## src/sv/assert_macros.svh

```systemverilog
// assertion helpers, clocked on clk_i and held off while rst_ni is low
`ifndef ASSERT_MACROS_SVH
`define ASSERT_MACROS_SVH

// property holds at every edge
`define ASSERT_ALWAYS(name, prop, msg) \
  name: assert property (@(posedge clk_i) disable iff (!rst_ni) (prop)) else $error(msg);

// condition implies a property at the same edge
`define ASSERT_IMPLY(name, pre, post, msg) \
  name: assert property (@(posedge clk_i) disable iff (!rst_ni) (pre) |-> (post)) else $error(msg);

// condition implies a property at the next edge
`define ASSERT_NEXT(name, pre, post, msg) \
  name: assert property (@(posedge clk_i) disable iff (!rst_ni) (pre) |=> (post)) else $error(msg);

`endif

```

## src/sv/brbf_pkg.sv

```systemverilog
`timescale 1ns / 1ps
package brbf_pkg;

  localparam int LEN_W          = 7;
  localparam int DATA_W         = 16;
  localparam int TDATA_IN_W     = 24;
  localparam int TDATA_OUT_W    = 24;
  localparam int OUT_PAD_W      = TDATA_OUT_W - DATA_W - 1;
  localparam int DEPTH_DEF      = 64;
  localparam int ELEM_WIDTH_DEF = 16;

  // request kinds carried in tuser
  localparam logic FUNC_PUSH = 1'b0;
  localparam logic FUNC_POP  = 1'b1;

  typedef struct packed {
    logic              status;
    logic              has_data;
    logic [DATA_W-1:0] elem_out;
    logic              run_last;
  } res_t;

endpackage

```

## src/sv/block_ring_buffer_fifo_core.sv

```systemverilog
`timescale 1ns / 1ps
// push: an accepted word is written unless its block is dropped or the memory is full; a last
// word queues a status word. pop of n words: the sequencer enters the pop state, then reads one
// entry a cycle while the output queue has room; each read word is registered, then queued, and
// the input is held until the last one is queued. pushes: one word a cycle while the output queue is not full
// reset: asynchronous, active low; clears pointers, fill level, block flags and output queue
// element memory is not cleared: only entries counted in the fill level are ever read
`include "assert_macros.svh"

module block_ring_buffer_fifo_core
  import brbf_pkg::*;
#(
  parameter int DEPTH      = DEPTH_DEF,
  parameter int ELEM_WIDTH = ELEM_WIDTH_DEF
) (
  input  logic                   clk_i,
  input  logic                   rst_ni,
  // request side
  input  logic                   s_axis_tvalid,
  output logic                   s_axis_tready,
  input  logic [TDATA_IN_W-1:0]  s_axis_tdata,   // block_len[6:0], elem_in[22:7], zero pad
  input  logic                   s_axis_tlast,   // elem_last
  input  logic                   s_axis_tuser,   // func
  // result side
  output logic                   m_axis_tvalid,
  input  logic                   m_axis_tready,
  output logic [TDATA_OUT_W-1:0] m_axis_tdata,   // status[0], elem_out[16:1], zero pad
  output logic                   m_axis_tlast,   // run_last
  output logic                   m_axis_tuser    // has_data
);

  localparam int PTR_W  = $clog2(DEPTH);
  localparam int FILL_W = $clog2(DEPTH + 1);
  localparam int SUM_W  = FILL_W + 1;

  localparam logic [PTR_W-1:0]  PTR_LAST  = PTR_W'(DEPTH - 1);
  localparam logic [FILL_W-1:0] FILL_FULL = FILL_W'(DEPTH);
  localparam logic [SUM_W-1:0]  SUM_DEPTH = SUM_W'(DEPTH);

  // sequencer states
  localparam logic ST_IDLE = 1'b0;
  localparam logic ST_POP  = 1'b1;

  // request fields
  logic              s_acc;
  logic [LEN_W-1:0]  s_len;
  logic [DATA_W-1:0] s_elem;

  assign s_len  = s_axis_tdata[LEN_W-1:0];
  assign s_elem = s_axis_tdata[LEN_W+DATA_W-1:LEN_W];

  // control state
  logic              st_q, st_d;
  logic [PTR_W-1:0]  rp_q, rp_d;
  logic [FILL_W-1:0] fill_q, fill_d;
  logic              open_q, open_d;
  logic              dropped_q, dropped_d;
  logic [LEN_W-1:0]  remain_q, remain_d;
  logic              rd_pend_q;
  logic              rd_last_q;

  // element memory, one write or one read per cycle
  logic [ELEM_WIDTH-1:0] mem_q [DEPTH];
  logic [ELEM_WIDTH-1:0] rd_data_q;
  logic                  mem_we;
  logic                  rd_issue;

  // write address: read pointer plus fill level, wrapped
  logic [SUM_W-1:0] wp_sum;
  logic [PTR_W-1:0] wp;
  logic [FILL_W-1:0] free_cnt;

  assign wp_sum   = SUM_W'(rp_q) + SUM_W'(fill_q);
  assign wp       = (wp_sum >= SUM_DEPTH) ? PTR_W'(wp_sum - SUM_DEPTH) : PTR_W'(wp_sum);
  assign free_cnt = FILL_FULL - fill_q;

  // two-word output queue
  res_t       buf_q [2];
  logic       wptr_q, rptr_q;
  logic [1:0] cnt_q;
  logic       deq;
  logic       enq;
  res_t       enq_res;
  logic       item_enq;
  res_t       item_res;
  logic [1:0] occ;
  logic       room;

  assign deq  = m_axis_tvalid && m_axis_tready;
  // words held after this edge, counting a read still in flight
  assign occ  = cnt_q + {1'b0, rd_pend_q} - {1'b0, deq};
  assign room = !occ[1];

  assign s_axis_tready = (st_q == ST_IDLE) && (cnt_q != 2'd2);
  assign s_acc         = s_axis_tvalid && s_axis_tready;

  always_comb begin
    logic drop_now;
    drop_now  = 1'b0;
    st_d      = st_q;
    rp_d      = rp_q;
    fill_d    = fill_q;
    open_d    = open_q;
    dropped_d = dropped_q;
    remain_d  = remain_q;
    mem_we    = 1'b0;
    rd_issue  = 1'b0;
    item_enq  = 1'b0;
    item_res  = '0;
    case (st_q)
      ST_IDLE: begin
        if (s_acc) begin
          if (s_axis_tuser == FUNC_PUSH) begin
            // space check only on the first word of a block
            drop_now = open_q ? dropped_q : (s_len > LEN_W'(free_cnt));
            if (!drop_now && (fill_q != FILL_FULL)) begin
              mem_we = 1'b1;
              fill_d = fill_q + FILL_W'(1);
            end
            if (s_axis_tlast) begin
              item_enq          = 1'b1;
              item_res.status   = drop_now;
              item_res.run_last = 1'b1;
              open_d            = 1'b0;
              dropped_d         = 1'b0;
            end else begin
              open_d    = 1'b1;
              dropped_d = drop_now;
            end
          end else begin
            if (s_len > LEN_W'(fill_q)) begin
              item_enq          = 1'b1;
              item_res.status   = 1'b1;
              item_res.run_last = 1'b1;
            end else if (s_len == '0) begin
              item_enq          = 1'b1;
              item_res.run_last = 1'b1;
            end else begin
              st_d     = ST_POP;
              remain_d = s_len;
            end
          end
        end
      end
      ST_POP: begin
        if ((remain_q != '0) && room) begin
          rd_issue = 1'b1;
          rp_d     = (rp_q == PTR_LAST) ? '0 : rp_q + PTR_W'(1);
          fill_d   = fill_q - FILL_W'(1);
          remain_d = remain_q - LEN_W'(1);
        end
        // final read data lands this cycle
        if ((remain_q == '0) && rd_pend_q) begin
          st_d = ST_IDLE;
        end
      end
      default: begin
        st_d = ST_IDLE;
      end
    endcase
  end

  always_ff @(posedge clk_i or negedge rst_ni) begin
    if (!rst_ni) begin
      st_q      <= ST_IDLE;
      rp_q      <= '0;
      fill_q    <= '0;
      open_q    <= 1'b0;
      dropped_q <= 1'b0;
      remain_q  <= '0;
      rd_pend_q <= 1'b0;
      rd_last_q <= 1'b0;
    end else begin
      st_q      <= st_d;
      rp_q      <= rp_d;
      fill_q    <= fill_d;
      open_q    <= open_d;
      dropped_q <= dropped_d;
      remain_q  <= remain_d;
      rd_pend_q <= rd_issue;
      rd_last_q <= rd_issue && (remain_q == LEN_W'(1));
    end
  end

  // pushes and pops never overlap, so no forwarding between write and read
  always_ff @(posedge clk_i) begin
    if (mem_we) begin
      mem_q[wp] <= ELEM_WIDTH'(s_elem);
    end
    if (rd_issue) begin
      rd_data_q <= mem_q[rp_q];
    end
  end

  // queue input: memory data while popping, else the status word of the request
  always_comb begin
    enq     = item_enq || rd_pend_q;
    enq_res = item_res;
    if (rd_pend_q) begin
      enq_res.status   = 1'b0;
      enq_res.has_data = 1'b1;
      enq_res.elem_out = DATA_W'(rd_data_q);
      enq_res.run_last = rd_last_q;
    end
  end

  always_ff @(posedge clk_i or negedge rst_ni) begin
    if (!rst_ni) begin
      wptr_q <= 1'b0;
      rptr_q <= 1'b0;
      cnt_q  <= '0;
    end else begin
      if (enq) begin
        wptr_q <= !wptr_q;
      end
      if (deq) begin
        rptr_q <= !rptr_q;
      end
      cnt_q <= cnt_q + {1'b0, enq} - {1'b0, deq};
    end
  end

  always_ff @(posedge clk_i) begin
    if (enq) begin
      buf_q[wptr_q] <= enq_res;
    end
  end

  res_t head;
  assign head          = buf_q[rptr_q];
  assign m_axis_tvalid = (cnt_q != '0);
  assign m_axis_tdata  = {{OUT_PAD_W{1'b0}}, head.elem_out, head.status};
  assign m_axis_tlast  = head.run_last;
  assign m_axis_tuser  = head.has_data;

  `ASSERT_IMPLY(a_no_overflow, cnt_q == 2'd2 && !deq, !enq, "output queue overflow")
  `ASSERT_IMPLY(a_read_has_data, rd_issue, fill_q != '0, "read issued on empty fifo")
  `ASSERT_IMPLY(a_idle_no_read, s_acc, !rd_pend_q, "request taken while read in flight")
  `ASSERT_NEXT(a_pop_ends, st_q == ST_POP && rd_pend_q && rd_last_q, st_q == ST_IDLE, "pop did not end")
  `ASSERT_NEXT(a_idle_stable, st_q == ST_IDLE && !s_acc, $stable(fill_q) && $stable(rp_q), "state moved while idle")

endmodule
```

## config.mk

```make
export PLATFORM = sky130hd
export DESIGN_NAME = block_ring_buffer_fifo_core
export DESIGN_NICKNAME = d
export VERILOG_FILES = /design/src/sv/brbf_pkg.sv /design/src/sv/block_ring_buffer_fifo_core.sv
export VERILOG_INCLUDE_DIRS = /design/src /design/src/sv
export SDC_FILE = /design/constraint.sdc
export NUM_CORES = 1
export LEC_CHECK = 0
export ABC_AREA = 1
export ABC_CLOCK_PERIOD_IN_PS = 4700
export BUFFER_PORTS_ARGS = -buffer_cell sky130_fd_sc_hd__buf_2
export CORE_AREA = 2 2 220 438
export DETAILED_ROUTE_END_ITERATION = 16
export DIE_AREA = 0 0 222 440
export PLACE_DENSITY = 0.72
export SETUP_SLACK_MARGIN = 0.4
export SLEW_MARGIN = 20
export SYNTH_ARGS = -nofsm -noshare
export SYNTH_HDL_FRONTEND = slang
export SYNTH_SLANG_ARGS = --single-unit
```

## constraint.sdc

```tcl
create_clock -name clk_i -period 4.7 [get_ports clk_i]
set_input_delay 0.235 -clock clk_i [delete_from_list [all_inputs] [get_ports clk_i]]
set_output_delay 0.235 -clock clk_i [all_outputs]
set_load 0.05 [all_outputs]
```

### Yosys cells after proc, flatten, opt, wreduce, memory -nomap -nowiden

Memory sizes are Yosys's and may differ from the RTL's. A register that Yosys moved wholly into a read port is not among the register bits.
Cells that the tools add are included.

| storage, ports and cells | value |
|---|---|
| output and inout port bits | 28 |
| register bits after elaboration | 29 |
| RAM bits | 1062 |
| word-level logic and storage cells | 104 |
| memories kept | 2 |
| input port bits | 30 |

Memories:

| memory | words | width | read ports | clocked after memory_dff | write ports | line | RTL |
|---|---|---|---|---|---|---|---|
| mem_q | 64 | 16 | 1 | 1 | 1 | block_ring_buffer_fifo_core.sv:63 | `logic [ELEM_WIDTH-1:0] mem_q [DEPTH];` |
| buf_q | 2 | 19 | 1 | 0 | 1 | block_ring_buffer_fifo_core.sv:78 | `res_t buf_q [2];` |

| operators by class | value |
|---|---|
| order comparisons | 3 |
| equal/unequal tests | 11 |
| reductions and logical operators | 20 |
| add/subtract/negate cells | 11 |
| muxes and demuxes | 44 |
| bitwise gates (word level) | 2 |

Operators with widths:

| operator | count |
|---|---|
| 7-bit 2-to-1 mux | 9 |
| 1-bit 2-to-1 mux | 29 |
| 7-bit one-hot mux with 2 select lines | 2 |
| 19-bit 2-to-1 mux | 1 |
| 7-bit > comparator | 2 |
| 7-bit zero test | 2 |
| 7-bit by 1-bit subtractor with 7-bit output (second input constant) | 2 |
| 6-bit 2-to-1 mux | 2 |
| 2-bit inequality test (second input constant) | 6 |
| 6-bit by 7-bit adder with 8-bit output | 1 |
| 8-bit by 7-bit >= comparator with 1-bit output (second input constant) | 1 |
| 7-bit by 1-bit adder with 7-bit output (second input constant) | 1 |
| 7-bit by 1-bit equality test with 1-bit output (second input constant) | 1 |
| 1-bit logical AND | 7 |
| 7-bit inequality test (second input constant) | 1 |
| 7-bit nonzero test | 1 |
| 7-bit subtractor (first input constant) | 1 |
| 6-bit by 1-bit adder with 6-bit output (second input constant) | 1 |
| 6-bit equality test (second input constant) | 1 |
| 6-bit by 1-bit subtractor with 6-bit output (second input constant) | 1 |
| 5-bit AND reduction | 1 |
| 2-bit by 1-bit adder with 2-bit output | 2 |
| 1-bit zero test | 4 |
| 2-bit by 1-bit inequality test with 1-bit output (second input constant) | 2 |
| other kinds (8) | 10 |

### Depth between registers and ports, before layout

| logic depth | value |
|---|---|
| depth after elaboration | 11 |
| depth in mapped cells | 16 |
| mapped depth without buffers | 16 |

### Worst setup path before layout

No wires, ideal clock.

| timing | value |
|---|---|
| kind | reg2reg |
| start | register fill_q[0] |
| end | memory mem_q[17][0] in the netlist's numbering, enable pin |
| required time | 4312 ps |
| clock period less this slack | 3626 ps |
| library setup time | 388 ps |
| setup slack | 1074 ps |
| arrival | 3238 ps |
| buffers on the path | 1 |
| stages on the path, launching flop included | 16 |
| cell sequence | dfrtp_1 -> inv_1 -> ha_1 -> nand3_1 -> nor2_1 -> nand2_1 -> xor2_1 -> ha_1 -> nand2_1 -> inv_1 -> a21oi_1 -> nand2_1 -> a21boi_0 -> buf_4 -> nand4_4 -> nor2_1 |

| on the way | value |
|---|---|
| cells in the longest elaborated chain, start to end | 11 |
| elaborated cells on any way between the ends | 16 |
| those cells by class | add/sub (3); order compare (2); eq/ne (1); mux (8); reduce/logical (2) |

RTL lines:

| item | line | RTL |
|---|---|---|
| start: declaration | block_ring_buffer_fifo_core.sv:55 | `logic [FILL_W-1:0] fill_q, fill_d;` |
| start signal: assignment | block_ring_buffer_fifo_core.sv:176 | `fill_q <= fill_d;` |
| 7-bit subtractor | block_ring_buffer_fifo_core.sv:75 | `assign free_cnt = FILL_FULL - fill_q;` |
| 7-bit > comparator | block_ring_buffer_fifo_core.sv:115 | `drop_now = open_q ? dropped_q : (s_len > LEN_W'(free_cnt));` |
| 1-bit 2-to-1 mux | block_ring_buffer_fifo_core.sv:115 |  |
| 1-bit zero test | block_ring_buffer_fifo_core.sv:116 | `if (!drop_now && (fill_q != FILL_FULL)) begin` |
| 1-bit logical AND | block_ring_buffer_fifo_core.sv:116 |  |
| 1-bit 2-to-1 mux | block_ring_buffer_fifo_core.sv:116 |  |
| 1-bit 2-to-1 mux | block_ring_buffer_fifo_core.sv:113 | `if (s_axis_tuser == FUNC_PUSH) begin` |
| 1-bit 2-to-1 mux | block_ring_buffer_fifo_core.sv:112 | `if (s_acc) begin` |
| 1-bit 2-to-1 mux | block_ring_buffer_fifo_core.sv:110 | `case (st_q)` |
| 1-bit 2-to-1 mux | block_ring_buffer_fifo_core.sv:187 | `if (mem_we) begin` |
| 1-bit 2-to-1 mux (not written as such) | block_ring_buffer_fifo_core.sv:188 | `mem_q[wp] <= ELEM_WIDTH'(s_elem);` |
| end: declaration | block_ring_buffer_fifo_core.sv:63 |  |

Parallel ways exist; a longest one is shown, timed or not.

### Worst setup path after layout

| timing | value |
|---|---|
| start | register fill_q[1] |
| end | memory mem_q[35][12] in the netlist's numbering, enable pin |

The elaborated chain is that of the path after synthesis.

==> impl_metrics.json <==
{
  "wirelength_microns": 120000,
  "drtPass1Iterations": 6,
  "regToRegStartpoint": "fill_q[1]",
  "cts_buffer_depth": 3,
  "syn_area_per_cell_sq_um": 10.9,
  "grt_remaining_overflow": 0,
  "dieArea_sq_mm": 0.0977,
  "drc": 0,
  "dpl.hpwl_microns": 70200,
  "synthTopCellsByCount": "nand2_1 (1224), edfxtp_1 (1078), nor2_1 (544), nand3_1 (452), inv_1 (296)",
  "core_area_sq_mm": 0.0947,
  "worstSkewPairLatency_ns": 0.69,
  "h-tree-depth": 3,
  "synthCells": 4279,
  "setup_ws_ns": 0.798,
  "yosysWarnings": 0,
  "die_w_microns": 222,
  "critical_path.slowest_cell": "dfrtp_1",
  "final_cells": 5638,
  "vias": 31400,
  "antenna_found_initial": 1,
  "dr.max_layer_used": "met4",
  "cp_cell_sequence": "inv_1 > ha_1 > nand3_1 > nor2_1 > nand2_1 > xor2_1 > ha_1 > nand2_1 > inv_1 > a21oi_1 > nand2_1 > a21boi_4 > buf_4 > nand4_4 > nor2_1 > buf_4",
  "r2r_end": "mem_q[35][12]",
  "rrSetupSlack_ns": 0.80,
  "gp_congestion": 0.936,
  "required_ns": 5.05,
  "hold_path_class": "in -> reg",
  "vdd_drop_max_mv": 0.473,
  "cts_tree": "yes",
  "synth_top_area_share": 0.691,
  "wl_met3_microns": 11300,
  "r2r_cells": 16,
  "finalMaxSlewViolations": 0,
  "crit_top_cell": "nand2_1",
  "io_buffer_count": 49,
  "vias_per_cell": 5.57,
  "ys_seq_area_frac": 0.707,
  "fp.dieH_microns": 440,
  "setup_tns_ns": 0,
  "synthMostInstantiatedCell": "nand2_1",
  "arrival_ns": 4.25,
  "finalHoldViolCount": 0,
  "synth-async-reset-ratio": 0.0262,
  "worstPathMaxFanout": 16,
  "cp-end-kind": "flop",
  "dp_cells": 5444,
  "synth.area.top_cells": "edfxtp_1 (69%), nand2_1 (9.8%), nand3_1 (4.8%)",
  "rsz0062_at_grt": "false",
  "dr.first_iter.drc_count": 3951,
  "endpoint": "mem_q[35][12]",
  "holdWs_ns": 0.0473,
  "slew-limit-headroom": 0.265,
  "cts-root-buf": "clkbuf_16",
  "p_total_w": 0.0201,
  "grt_usage": 0.244,
  "synth_top_cell_by_area": "edfxtp_1",
  "p_per_area_mw_per_mm2": 386,
  "cpPeakStageDelay_ns": 0.47,
  "setup_viol": 0,
  "grt_first_pass_wirelength_microns": 179000,
  "fin_crit_ns": 3.90,
  "syn_to_final_growth_pct": 11.3,
  "synthFlopType": "edfxtp_1",
  "tightest_slew_ns": 1.10,
  "initial_core_util": 0.495,
  "run_status": "finished, final reports clean",
  "boundaryPins": 58,
  "clkSinkCount": 1107,
  "drive_above_1_share": 0.0801,
  "grt_max_degree": 220,
  "finalCritPeriodShare": 0.830,
  "worstSetupPathType": "reg -> reg",
  "pre_cts_slack_ns": 0.594,
  "ys_seq_elements": 1107,
  "row_count": 160,
  "synth_area_sq_mm": 0.0468,
  "wl_per_cell_microns": 21.3,
  "skew_ns": 0.0333,
  "fin_nets": 4403,
  "cp-startpoint": "fill_q[1]",
  "wl_met2_microns": 57200,
  "p_leak_nw": 19.8,
  "cts_buffers": 96,
  "cts.clk_slew.worst_paths_ns": 0.07,
  "synth_cell_types": 36,
  "first_global_vias": 29700,
  "synth-edff-count": 1078,
  "fmax_mhz": 256,
  "cp-start-kind": "flop",
  "wl_met1_microns": 45900,
  "ant_nets": 0,
  "drv_cap": 0
}
registers in the layout, summed over array words and instances, names as in the netlist:
register and flops:
buf_q 38, open_q 1, rd_data_q 16, cnt_q 2, rptr_q 1, remain_q 7, wptr_q 1, fill_q 7
mem_q 1024, rd_last_q 1, rd_pend_q 1, rp_q 6, dropped_q 1, st_q 1
repair_timing:
action	4_1_cts	5_1_grt
setup buffers	0	0
setup endpoints to repair	0	61
gates resized for setup	0	2
hold endpoints to repair	71	0
hold buffers	14	0
critical path, delay by kind of cell, from the launching register on:
kind | cells | cell delay, ns
simple gates | 7 | 1.15
buf+inv | 4 | 0.75
fa+ha+maj | 2 | 0.53
compound gates | 2 | 0.52
flops | 1 | 0.47
xor+xnor | 1 | 0.15
power by group:
group | leakage, nW | switching [W] | internal (W) | total, W
Clock | 1.63 | 0.00358 | 0.00483 | 0.00841
Combinational | 8.13 | 0.000703 | 0.000163 | 0.000866
Sequential | 10.1 | 0.0000367 | 0.0108 | 0.0109
Total | 19.8 | 0.00432 | 0.0158 | 0.0201
cell type report:
class                   instances  area (sq um)
clock buffers                 113          2540
diodes                          3          7.51
repair buffers                182          1370
inverters                     305          1160
well taps                    1215          1520
multi-input cells            2649         11600
clock inverters                64           813
flip-flops and latches       1107         33100
fillers                      7697         42500
layer usage:
layer  vias up  global-route usage
met2      1663               0.397
met1     15000               0.324
met4         0               0.112
li1      14500                   -
met3       268              0.0375
met5         -                   0
kinds of logic after synthesis:
group	Yosys count	share of synthesized area
DFF	1107	0.707
xor gates and xnor gates	24	0.00449
buffers and inverters	529	0.0461
AOI/OAI and AO/OA	327	0.0358
adders and majority gates	32	0.00887
and+or+nand+nor	2259	0.198
other	1	0.0000801
through the flow:
stage	util	area (sq um)
final	0.551	52100
after global routing	0.551	52100
after CTS	0.550	52100
after detailed placement	0.514	48600
after global placement	0.514	48600
after floorplan	-	46900
cells in the final DEF, fill, tap and decap left out, drive strengths merged, types with 29 or more instances in the layout:
| cell type | n |
|---|---|
| nand2 | 1227 |
| edfxtp | 1078 |
| clkbuf | 113 |
| buf | 168 |
| a21oi | 55 |
| dfrtp | 29 |
| ha | 30 |
| nor2 | 546 |
| clkinv | 43 |
| inv | 304 |
| nand3 | 452 |
| o21ai | 254 |
how the worst min path moves through the flow:
stage                           from             to  slack [ns]  depth (start not counted)
global placement              rst_ni    remain_q[0]        0.33                          1
floorplan                     rst_ni       cnt_q[0]       -0.06                          0
detailed placement            rst_ni    remain_q[0]        0.35                          1
CTS                  s_axis_tdata[2]    remain_q[2]       0.006                          5
global route        s_axis_tdata[20]  mem_q[58][13]        0.06                          1
finish                  s_axis_tuser         wptr_q        0.05                          5
No activity file was read; power rests on OpenSTA's default activity.
